==> config.mk <==
export PLATFORM = sky130hd
export DESIGN_NAME = sorted_parent_route_table
export DESIGN_NICKNAME = d
export VERILOG_FILES = /design/src/sv/spr_pkg.sv /design/src/sv/spr_table.sv /design/src/sv/spr_ctrl.sv /design/src/sv/sorted_parent_route_table.sv
export SDC_FILE = /design/constraint.sdc
export NUM_CORES = 2
export LEC_CHECK = 0
export BUFFER_PORTS_ARGS = -buffer_cell sky130_fd_sc_hd__clkbuf_2
export CAP_MARGIN = 20
export CORE_MARGIN = 5
export CORE_UTILIZATION = 50
export CTS_CLUSTER_DIAMETER = 150
export DETAILED_ROUTE_END_ITERATION = 7
export HOLD_SLACK_MARGIN = 0.08
export PLACE_DENSITY = 0.68
export SETUP_SLACK_MARGIN = 0.3
export SLEW_MARGIN = 20
export SYNTH_ARGS = -nofsm -noshare
export SYNTH_HDL_FRONTEND = slang
export SYNTH_SLANG_ARGS = --single-unit
==> constraint.sdc <==
create_clock -name clock -period 41.7 [get_ports clock]
set_input_delay 2.085 -clock clock [delete_from_list [all_inputs] [get_ports clock]]
set_output_delay 2.085 -clock clock [all_outputs]
set_load 0.005 [all_outputs]
==> src/sv/spr_pkg.sv <==
// Shared types, constants and codes for the sorted parent route table.
package spr_pkg;

   localparam int unsigned DEPTH_DEFAULT      = 4;
   localparam int unsigned PATH_BYTES_DEFAULT = 8;
   localparam int unsigned POS_W              = 5;
   localparam int unsigned MAC_W              = 48;
   localparam int unsigned COST_W             = 16;
   localparam int unsigned TIME_W             = 32;
   localparam int unsigned PATH_W             = 64;
   localparam int unsigned LEN_W              = 4;
   localparam int unsigned OCC_W              = 3;

   localparam logic [COST_W-1:0] NO_ROUTE_COST   = 16'd15984;
   localparam logic [TIME_W-1:0] TIMEOUT_RESET   = 32'd30000;

   typedef enum logic [1:0] {
      CMD_UPDATE = 2'd0,
      CMD_PURGE  = 2'd1,
      CMD_REMOVE = 2'd2,
      CMD_CLEAR  = 2'd3
   } cmd_type;

   typedef enum logic [1:0] {
      TBL_HOLD,
      TBL_DROP,
      TBL_INSERT,
      TBL_CLEAR
   } tbl_kind_type;

   typedef enum logic [3:0] {
      ST_IDLE,
      ST_MATCH,
      ST_RANK,
      ST_DROP,
      ST_INSERT,
      ST_PURGE,
      ST_CLEAR,
      ST_DONE
   } state_type;

   typedef struct packed {
      cmd_type             cmd;
      logic [MAC_W-1:0]    peer_mac;
      logic [COST_W-1:0]   link_cost;
      logic [PATH_W-1:0]   route_path;
      logic [LEN_W-1:0]    route_len;
      logic [1:0]          entry_index;
      logic [TIME_W-1:0]   now_time;
   } req_type;

   typedef struct packed {
      logic                has_route;
      logic [MAC_W-1:0]    next_hop_mac;
      logic [COST_W-1:0]   route_cost;
      logic [PATH_W-1:0]   primary_path;
      logic [LEN_W-1:0]    primary_path_len;
      logic [OCC_W-1:0]    occupancy;
      logic                rejected;
   } rsp_type;

   typedef struct packed {
      logic [MAC_W-1:0]    mac;
      logic [COST_W-1:0]   cost;
      logic [TIME_W-1:0]   seen;
      logic [PATH_W-1:0]   path;
      logic [LEN_W-1:0]    len;
   } entry_type;

   typedef struct packed {
      tbl_kind_type        kind;
      logic [POS_W-1:0]    pos;
   } tbl_op_type;

endpackage

==> src/sv/spr_table.sv <==
// Candidate storage: a row of entry cells that shift to drop or insert one entry.
module spr_table #(
   parameter int unsigned TABLE_DEPTH = spr_pkg::DEPTH_DEFAULT
) (
   input  logic                            clock,
   input  logic                            reset,
   input  spr_pkg::tbl_op_type             op,
   input  spr_pkg::entry_type              new_entry,
   input  logic [spr_pkg::POS_W-1:0]       rd_ptr,
   output spr_pkg::entry_type              rd_entry,
   output spr_pkg::entry_type              head_entry,
   output logic [spr_pkg::COST_W-1:0]      tail_cost,
   output logic [spr_pkg::POS_W-1:0]       count
);

   localparam int unsigned IDX_W = (TABLE_DEPTH > 1) ? $clog2(TABLE_DEPTH) : 1;
   localparam int unsigned CNT_W = $clog2(TABLE_DEPTH + 1);

   spr_pkg::entry_type entry_ff [TABLE_DEPTH];
   logic [CNT_W-1:0]   count_ff;
   logic [CNT_W-1:0]   count_in;

   for (genvar g = 0; g < TABLE_DEPTH; g++) begin : g_cell
      spr_pkg::entry_type up_w;
      spr_pkg::entry_type dn_w;
      spr_pkg::entry_type cell_in;

      if (g + 1 < TABLE_DEPTH) begin : g_up
         assign up_w = entry_ff[g+1];
      end else begin : g_up_last
         assign up_w = entry_ff[g];
      end

      if (g > 0) begin : g_dn
         assign dn_w = entry_ff[g-1];
      end else begin : g_dn_first
         assign dn_w = entry_ff[g];
      end

      always_comb begin
         cell_in = entry_ff[g];
         unique case (op.kind)
            spr_pkg::TBL_DROP: begin
               if (spr_pkg::POS_W'(g) >= op.pos) begin
                  cell_in = up_w;
               end
            end
            spr_pkg::TBL_INSERT: begin
               if (spr_pkg::POS_W'(g) > op.pos) begin
                  cell_in = dn_w;
               end else if (spr_pkg::POS_W'(g) == op.pos) begin
                  cell_in = new_entry;
               end
            end
            spr_pkg::TBL_HOLD,
            spr_pkg::TBL_CLEAR: begin
               cell_in = entry_ff[g];
            end
         endcase
      end

      always_ff @(posedge clock) begin
         entry_ff[g] <= cell_in;
      end
   end

   always_comb begin
      count_in = count_ff;
      unique case (op.kind)
         spr_pkg::TBL_DROP:   count_in = count_ff - CNT_W'(1);
         spr_pkg::TBL_INSERT: count_in = count_ff + CNT_W'(1);
         spr_pkg::TBL_CLEAR:  count_in = '0;
         spr_pkg::TBL_HOLD:   count_in = count_ff;
      endcase
   end

   always_ff @(posedge clock) begin
      if (reset) begin
         count_ff <= '0;
      end else begin
         count_ff <= count_in;
      end
   end

   assign rd_entry   = entry_ff[rd_ptr[IDX_W-1:0]];
   assign head_entry = entry_ff[0];
   assign tail_cost  = entry_ff[TABLE_DEPTH-1].cost;
   assign count      = spr_pkg::POS_W'(count_ff);

endmodule

==> src/sv/spr_ctrl.sv <==
// Command sequencer with the shared compare unit walking the table one entry a cycle.
module spr_ctrl #(
   parameter int unsigned TABLE_DEPTH = spr_pkg::DEPTH_DEFAULT,
   parameter int unsigned PATH_BYTES  = spr_pkg::PATH_BYTES_DEFAULT
) (
   input  logic                            clock,
   input  logic                            reset,
   input  logic                            start,
   input  spr_pkg::req_type                req,
   output logic                            busy,
   input  logic [spr_pkg::TIME_W-1:0]      timeout,
   output spr_pkg::tbl_op_type             op,
   output spr_pkg::entry_type              new_entry,
   output logic [spr_pkg::POS_W-1:0]       rd_ptr,
   input  spr_pkg::entry_type              rd_entry,
   input  spr_pkg::entry_type              head_entry,
   input  logic [spr_pkg::COST_W-1:0]      tail_cost,
   input  logic [spr_pkg::POS_W-1:0]       count,
   output logic                            rsp_valid,
   output spr_pkg::rsp_type                rsp
);

   localparam logic [spr_pkg::POS_W-1:0] DEPTH_POS = spr_pkg::POS_W'(TABLE_DEPTH);
   localparam logic [spr_pkg::POS_W-1:0] LAST_POS  = spr_pkg::POS_W'(TABLE_DEPTH - 1);
   localparam logic [spr_pkg::LEN_W-1:0] MAX_LEN   = spr_pkg::LEN_W'(PATH_BYTES);

   spr_pkg::state_type              state_ff, state_in;
   logic [spr_pkg::POS_W-1:0]       ptr_ff, ptr_in;
   logic [spr_pkg::POS_W-1:0]       rank_ff, rank_in;
   logic [spr_pkg::POS_W-1:0]       drop_pos_ff, drop_pos_in;
   logic [spr_pkg::POS_W-1:0]       end_ff, end_in;
   logic                            found_ff, found_in;
   logic                            has_drop_ff, has_drop_in;
   logic                            rej_ff, rej_in;
   logic                            rsp_valid_ff, rsp_valid_in;
   spr_pkg::req_type                req_ff, req_in;
   spr_pkg::entry_type              new_ff, new_in;
   spr_pkg::rsp_type                rsp_ff, rsp_in;

   logic [spr_pkg::LEN_W-1:0]       len_sat;
   logic [spr_pkg::PATH_W-1:0]      path_kept;
   logic [spr_pkg::TIME_W-1:0]      age;
   logic                            mac_eq, cost_lt, cost_eq, aged, beats_tail;
   logic                            scan_done, precede, skip;

   // incoming path trimmed to its length
   always_comb begin
      len_sat = (req.route_len > MAX_LEN) ? MAX_LEN : req.route_len;
      for (int b = 0; b < spr_pkg::PATH_W / 8; b++) begin
         path_kept[b*8 +: 8] = (spr_pkg::LEN_W'(b) < len_sat) ? req.route_path[b*8 +: 8] : 8'h00;
      end
   end

   // shared compare unit on the entry under the pointer
   assign age        = req_ff.now_time - rd_entry.seen;
   assign mac_eq     = rd_entry.mac == new_ff.mac;
   assign cost_lt    = rd_entry.cost < new_ff.cost;
   assign cost_eq    = rd_entry.cost == new_ff.cost;
   assign aged       = age >= timeout;
   assign beats_tail = new_ff.cost < tail_cost;
   assign scan_done  = ptr_ff >= count;
   assign skip       = found_ff && (ptr_ff == drop_pos_ff);
   assign precede    = cost_lt || (cost_eq && (!found_ff || (ptr_ff < drop_pos_ff)));

   // next state
   always_comb begin
      state_in = state_ff;
      unique case (state_ff)
         spr_pkg::ST_IDLE: begin
            if (start) begin
               unique case (req.cmd)
                  spr_pkg::CMD_UPDATE: state_in = spr_pkg::ST_MATCH;
                  spr_pkg::CMD_PURGE:  state_in = spr_pkg::ST_PURGE;
                  spr_pkg::CMD_REMOVE: begin
                     state_in = (spr_pkg::POS_W'(req.entry_index) < count) ?
                                spr_pkg::ST_DROP : spr_pkg::ST_DONE;
                  end
                  spr_pkg::CMD_CLEAR:  state_in = spr_pkg::ST_CLEAR;
               endcase
            end
         end
         spr_pkg::ST_MATCH: begin
            if (scan_done) begin
               state_in = ((count < DEPTH_POS) || beats_tail) ?
                          spr_pkg::ST_RANK : spr_pkg::ST_DONE;
            end else if (mac_eq) begin
               state_in = spr_pkg::ST_RANK;
            end
         end
         spr_pkg::ST_RANK: begin
            if (ptr_ff >= end_ff) begin
               state_in = has_drop_ff ? spr_pkg::ST_DROP : spr_pkg::ST_INSERT;
            end
         end
         spr_pkg::ST_DROP: begin
            state_in = (req_ff.cmd == spr_pkg::CMD_UPDATE) ?
                       spr_pkg::ST_INSERT : spr_pkg::ST_DONE;
         end
         spr_pkg::ST_INSERT: state_in = spr_pkg::ST_DONE;
         spr_pkg::ST_PURGE: begin
            if (scan_done) begin
               state_in = spr_pkg::ST_DONE;
            end
         end
         spr_pkg::ST_CLEAR: state_in = spr_pkg::ST_DONE;
         spr_pkg::ST_DONE:  state_in = spr_pkg::ST_IDLE;
      endcase
   end

   // working registers
   always_comb begin
      ptr_in      = ptr_ff;
      rank_in     = rank_ff;
      drop_pos_in = drop_pos_ff;
      end_in      = end_ff;
      found_in    = found_ff;
      has_drop_in = has_drop_ff;
      rej_in      = rej_ff;
      req_in      = req_ff;
      new_in      = new_ff;
      unique case (state_ff)
         spr_pkg::ST_IDLE: begin
            if (start) begin
               req_in      = req;
               new_in.mac  = req.peer_mac;
               new_in.cost = req.link_cost;
               new_in.seen = req.now_time;
               new_in.path = path_kept;
               new_in.len  = len_sat;
               ptr_in      = '0;
               rank_in     = '0;
               found_in    = 1'b0;
               has_drop_in = 1'b0;
               rej_in      = 1'b0;
               end_in      = '0;
               drop_pos_in = spr_pkg::POS_W'(req.entry_index);
            end
         end
         spr_pkg::ST_MATCH: begin
            if (scan_done) begin
               ptr_in = '0;
               if (count < DEPTH_POS) begin
                  end_in = count;
               end else if (beats_tail) begin
                  has_drop_in = 1'b1;
                  drop_pos_in = LAST_POS;
                  end_in      = LAST_POS;
               end else begin
                  rej_in = 1'b1;
               end
            end else if (mac_eq) begin
               found_in    = 1'b1;
               has_drop_in = 1'b1;
               drop_pos_in = ptr_ff;
               end_in      = count;
               ptr_in      = '0;
            end else begin
               ptr_in = ptr_ff + spr_pkg::POS_W'(1);
            end
         end
         spr_pkg::ST_RANK: begin
            if (ptr_ff < end_ff) begin
               if (precede && !skip) begin
                  rank_in = rank_ff + spr_pkg::POS_W'(1);
               end
               ptr_in = ptr_ff + spr_pkg::POS_W'(1);
            end
         end
         spr_pkg::ST_PURGE: begin
            if (!scan_done && !aged) begin
               ptr_in = ptr_ff + spr_pkg::POS_W'(1);
            end
         end
         spr_pkg::ST_DROP,
         spr_pkg::ST_INSERT,
         spr_pkg::ST_CLEAR,
         spr_pkg::ST_DONE: begin
            ptr_in = ptr_ff;
         end
      endcase
   end

   // outputs
   always_comb begin
      op.kind      = spr_pkg::TBL_HOLD;
      op.pos       = '0;
      rsp_valid_in = 1'b0;
      rsp_in       = rsp_ff;
      unique case (state_ff)
         spr_pkg::ST_DROP: begin
            op.kind = spr_pkg::TBL_DROP;
            op.pos  = drop_pos_ff;
         end
         spr_pkg::ST_INSERT: begin
            op.kind = spr_pkg::TBL_INSERT;
            op.pos  = rank_ff;
         end
         spr_pkg::ST_PURGE: begin
            if (!scan_done && aged) begin
               op.kind = spr_pkg::TBL_DROP;
               op.pos  = ptr_ff;
            end
         end
         spr_pkg::ST_CLEAR: op.kind = spr_pkg::TBL_CLEAR;
         spr_pkg::ST_DONE: begin
            rsp_valid_in = 1'b1;
            if (count != '0) begin
               rsp_in.has_route        = 1'b1;
               rsp_in.next_hop_mac     = head_entry.mac;
               rsp_in.route_cost       = head_entry.cost;
               rsp_in.primary_path     = head_entry.path;
               rsp_in.primary_path_len = head_entry.len;
            end else begin
               rsp_in.has_route        = 1'b0;
               rsp_in.next_hop_mac     = '0;
               rsp_in.route_cost       = spr_pkg::NO_ROUTE_COST;
               rsp_in.primary_path     = '0;
               rsp_in.primary_path_len = '0;
            end
            rsp_in.occupancy = count[spr_pkg::OCC_W-1:0];
            rsp_in.rejected  = rej_ff;
         end
         spr_pkg::ST_IDLE,
         spr_pkg::ST_MATCH,
         spr_pkg::ST_RANK: begin
            op.kind = spr_pkg::TBL_HOLD;
         end
      endcase
   end

   always_ff @(posedge clock) begin
      if (reset) begin
         state_ff     <= spr_pkg::ST_IDLE;
         rsp_valid_ff <= 1'b0;
         ptr_ff       <= '0;
         rank_ff      <= '0;
         drop_pos_ff  <= '0;
         end_ff       <= '0;
         found_ff     <= 1'b0;
         has_drop_ff  <= 1'b0;
         rej_ff       <= 1'b0;
      end else begin
         state_ff     <= state_in;
         rsp_valid_ff <= rsp_valid_in;
         ptr_ff       <= ptr_in;
         rank_ff      <= rank_in;
         drop_pos_ff  <= drop_pos_in;
         end_ff       <= end_in;
         found_ff     <= found_in;
         has_drop_ff  <= has_drop_in;
         rej_ff       <= rej_in;
      end
   end

   always_ff @(posedge clock) begin
      req_ff <= req_in;
      new_ff <= new_in;
      rsp_ff <= rsp_in;
   end

   assign busy      = state_ff != spr_pkg::ST_IDLE;
   assign new_entry = new_ff;
   assign rd_ptr    = ptr_ff;
   assign rsp_valid = rsp_valid_ff;
   assign rsp       = rsp_ff;

endmodule

==> src/sv/sorted_parent_route_table.sv <==
// Top level of the sorted parent route table: sequencer, entry row and timeout register.
// An update walks the table in the match then the rank state, then drops (on a match or when
// the table is full), inserts and finishes; a rejected update walks, a purge walks dropping
// aged entries, and both then finish; remove drops and finishes, or just finishes when out of
// range; clear clears and finishes. One command at a time: busy is high until the result cycle.
// Reset: synchronous, active high; empties the table, timeout 30000. Results cannot be stalled.
module sorted_parent_route_table #(
   parameter int unsigned TABLE_DEPTH = spr_pkg::DEPTH_DEFAULT,
   parameter int unsigned PATH_BYTES  = spr_pkg::PATH_BYTES_DEFAULT
) (
   input  logic                            clock,
   input  logic                            reset,
   input  logic                            start,
   output logic                            busy,
   input  spr_pkg::req_type                req,
   output logic                            rsp_valid,
   output spr_pkg::rsp_type                rsp,
   input  logic                            csr_valid,
   output logic                            csr_ready,
   input  logic [spr_pkg::TIME_W-1:0]      csr_data
);

   logic [spr_pkg::TIME_W-1:0]   timeout_ff;
   logic [spr_pkg::TIME_W-1:0]   timeout_in;
   spr_pkg::tbl_op_type          op;
   spr_pkg::entry_type           new_entry;
   spr_pkg::entry_type           rd_entry;
   spr_pkg::entry_type           head_entry;
   logic [spr_pkg::POS_W-1:0]    rd_ptr;
   logic [spr_pkg::POS_W-1:0]    count;
   logic [spr_pkg::COST_W-1:0]   tail_cost;

   assign csr_ready  = !busy;
   assign timeout_in = (csr_valid && csr_ready) ? csr_data : timeout_ff;

   always_ff @(posedge clock) begin
      if (reset) begin
         timeout_ff <= spr_pkg::TIMEOUT_RESET;
      end else begin
         timeout_ff <= timeout_in;
      end
   end

   spr_ctrl #(
      .TABLE_DEPTH (TABLE_DEPTH),
      .PATH_BYTES  (PATH_BYTES)
   ) u_ctrl (
      .clock      (clock),
      .reset      (reset),
      .start      (start),
      .req        (req),
      .busy       (busy),
      .timeout    (timeout_ff),
      .op         (op),
      .new_entry  (new_entry),
      .rd_ptr     (rd_ptr),
      .rd_entry   (rd_entry),
      .head_entry (head_entry),
      .tail_cost  (tail_cost),
      .count      (count),
      .rsp_valid  (rsp_valid),
      .rsp        (rsp)
   );

   spr_table #(
      .TABLE_DEPTH (TABLE_DEPTH)
   ) u_table (
      .clock      (clock),
      .reset      (reset),
      .op         (op),
      .new_entry  (new_entry),
      .rd_ptr     (rd_ptr),
      .rd_entry   (rd_entry),
      .head_entry (head_entry),
      .tail_cost  (tail_cost),
      .count      (count)
   );

endmodule
==> results by group <==
Timing
  • Fin. max-slew vios: 0
  • Tcrit/Tclk final: 0.2604
  • Final setup vio count: 0
  • Setup tns final: 0 ns
  • Fmax: 92.08 MHz
  • Hold Vio Cnt, Final: 0
  • Worst Clk Skew: 0.02391 ns
  • Rel. slew slack: 0.2363
  • RSZ-0062 raised after global routing: false
  • Worst Tran Pin Value: 1.145 ns
  • Final min period: 10.86 ns
  • Hold_ws: 0.4438 ns
  • Final setup margin: slightly above 30 ns

Setup path
  • CP delay by family, top: buffers and inverters
  • Worst path arrival time: 11.28 ns
  • CP required: between 40 and 50 ns
  • Worst Setup End Kind: register
  • Startpoint Class: register
  • Slowest cell on crit path: buf_4
  • Worst Path Buf+Inv: 6
  • Slowest Stage Delay on Critical Path: 0.88 ns
  • Crit path max fanout: 100
  • Crit path kind: register to register
  • Most numerous cell on the critical path: buf_4

Logic synthesis
  • Post-Syn Area: about 50,000 um^2
  • Post-synthesis sequential area ratio: 0.6016
  • Main synth FF type: edfxtp_1
  • Synth warn: 0
  • Post-synth top area cell: edfxtp_1
  • Synth area leaders: edfxtp_1, mux2_2, mux2i_1, a21oi_1, mux4_2
  • Yosys top cell area share: 0.5767
  • Flops & latches, synth: 1,021
  • Synthesized area per cell: ~13 um^2
  • Synth Net Count: 4,029
  • Post-synthesis async set-or-reset flop share: 0
  • Most common cell in the synthesized netlist: edfxtp_1
  • Post-synth EDFFs: 959
  • Post-Syn Instances: around 3.7k
  • Netlist cell types: 73
  • Most instantiated cells after synthesis: edfxtp_1, a21oi_1, nor2_1, mux2i_1, mux2_2

Drt
  • Detailed Route WL: 120,100 um
  • Via Count: 31.08k
  • Routed len/inst: ~22 um
  • Vias per cell: 5.767
  • Residual DRC count: 0
  • Pre-Repair DR Iteration Count: 6
  • First-iteration detailed-routing DRC count: roughly 2.5k
  • Remaining antenna violation count: 0

Clock tree
  • Setup Fix Bufs, Post-CTS: 0
  • Later-pin clock latency in the skew report: 0.69 ns
  • Hold buffers post-CTS: 0
  • Clock Sinks: between 1k and 1.5k
  • Clock buffer depth: 3
  • Total CTS buffers: between 100 and 150
  • CTS tree: built
  • H-tree depth: 3
  • Root Buffer: clkbuf_16
  • Clock Pin Slew Worst Setup and Hold Paths: 0.06 ns
  • Post-CTS Resized: 0

Floorplan
  • Die Ht: 326.0 um
  • Ports: 344
  • Initial Util: 0.5015
  • Die width: 326.0 um
  • Core area: ~100,000 um^2
  • Die area: 106,300 um^2
  • # rows: 116

Power
  • Power Dens Cells: about 81 nW/um^2
  • Maximum VDD drop: 0.04817 mV
  • LEAKAGE: 19.49 nW

Layout
  • Design area: about 56,000 um^2
  • Non-Filler Instances: 5,390
  • Layout cells sized above 1: 0.2345
  • Fillcell total: 8,153
  • Final nets: 4,315
  • P&R area growth vs syn: 12.84%

Flow run
  • Max Cap Viol: 0

Global routing
  • Gr usage total: 0.2192
  • Vias in the first global route: 30.73k
  • Largest net degree at the start of global routing: 199
  • First-pass GRT wire length: ~180,000 um
  • Initial antenna violation count: 7
  • GRT Residual Overflow: 0

Status
  • Run status: finished clean

Placement
  • Post-DP Area: 52,770 um^2
  • Placed cells: 5,184
  • GPL Wtd Cong: approximately 0.86
  • Pre-CTS setup slack: ~31 ns
  • # port buffers: roughly 340
  • DP HPWL: 73,380 um

Hold path
  • Worst hold path type: register to register
[sequential cells by signal, indices dropped and copies added, names as in the netlist, named ones only]
register	flops
u_ctrl.rank_ff	5
u_ctrl.has_drop_ff	1
u_ctrl.rej_ff	1
u_ctrl.found_ff	1
timeout_ff	32
u_ctrl.rsp	137
u_ctrl.rsp_valid	1
u_table.count_ff	3
u_table.entry_ff	656
u_ctrl.state_ff	3
u_ctrl.rd_ptr	5
u_ctrl.req_ff	34
u_ctrl.drop_pos_ff	5
u_ctrl.new_entry	132
u_ctrl.end_ff	3
[placed cells by master, fill, tap and decap left out, types with 7 or more instances in the layout]
master / n
ha_1: 112
clkinv_1: 19
mux4_2: 68
mux2_1: 8
and2_1: 137
o21a_1: 7
edfxtp_1: 959
a21oi_1: 398
buf_4: 35
bufinv_16: 12
nor2_1: 364
o211ai_1: 14
dfxtp_1: 60
nand2_1: 133
xor2_1: 24
clkinvlp_4: 8
and3_1: 14
nand3_1: 47
nor2b_1: 70
clkinv_2: 22
clkbuf_16: 110
nand2b_1: 17
clkbuf_1: 17
o31ai_1: 8
xnor2_1: 55
o221ai_1: 16
mux2i_1: 344
clkbuf_2: 343
inv_1: 117
a31oi_1: 9
mux4_1: 15
nand4_1: 18
nor3_1: 18
mux2_2: 324
o21ai_0: 35
a21o_1: 22
[per-layer routing]
metal / global-route usage / wire length [um] / part of all wire / up-vias
met4: 0.05066 / 2077 / 0.017 / 8
li1: - / - / - / 14490
met2: 0.3453 / 54750 / 0.46 / 897
met1: 0.3188 / 55400 / 0.46 / 15556
met3: 0.04205 / 7788 / 0.065 / 131
met5: 0 / 55 / 0.00046 / -
[path summary, 6_finish.rpt]
path                      start                 endpoint  slack, ns  cells past startpoint
setup / recovery       register  u_table.entry_ff[0][46]      30.84                     26
hold reg to reg   u_ctrl.rej_ff            u_ctrl.rsp[0]       0.44                      0
setup reg to reg       register  u_table.entry_ff[0][46]      30.84                     26
hold / removal    u_ctrl.rej_ff            u_ctrl.rsp[0]       0.44                      0
[where the power goes]
part	internal [mW]	switching, mW	total (mW)
sequential	1.72	0.247	1.97
combinational	0.665	0.946	1.61
clock	0.563	0.411	0.974
total	2.95	1.60	4.55
[area by class of cell]
cell class / instances / area [um^2] / share of cell area
clock inverters: 73 / 710.7 / 0.01261
multi-input cells: 2365 / 18590 / 0.3299
clock buffers: 130 / 2858 / 0.05072
diodes: 3 / 7.507 / 0.0001332
well taps: 1298 / 1624 / 0.02882
repair buffers: 382 / 2059 / 0.03655
flip-flops and latches: 1021 / 30050 / 0.5332
inverters: 118 / 450.4 / 0.007994
[cell families after synthesis]
logic type	synth area share
compound gates	0.06477
fa+ha+maj	0.02912
buf+inv	0.02801
mux	0.1824
flops	0.6016
simple gates	0.08028
xor+xnor	0.01386
[stage by stage]
step | util | power, mW
2_1_floorplan | - | 3.239
3_3_place_gp | 0.5300 | 3.550
3_5_place_dp | 0.5300 | 3.588
4_1_cts | 0.5659 | 4.581
5_1_grt | 0.5659 | 4.842
6_report | 0.5659 | 4.551
Note: power is estimated with default switching activity, not from simulation.
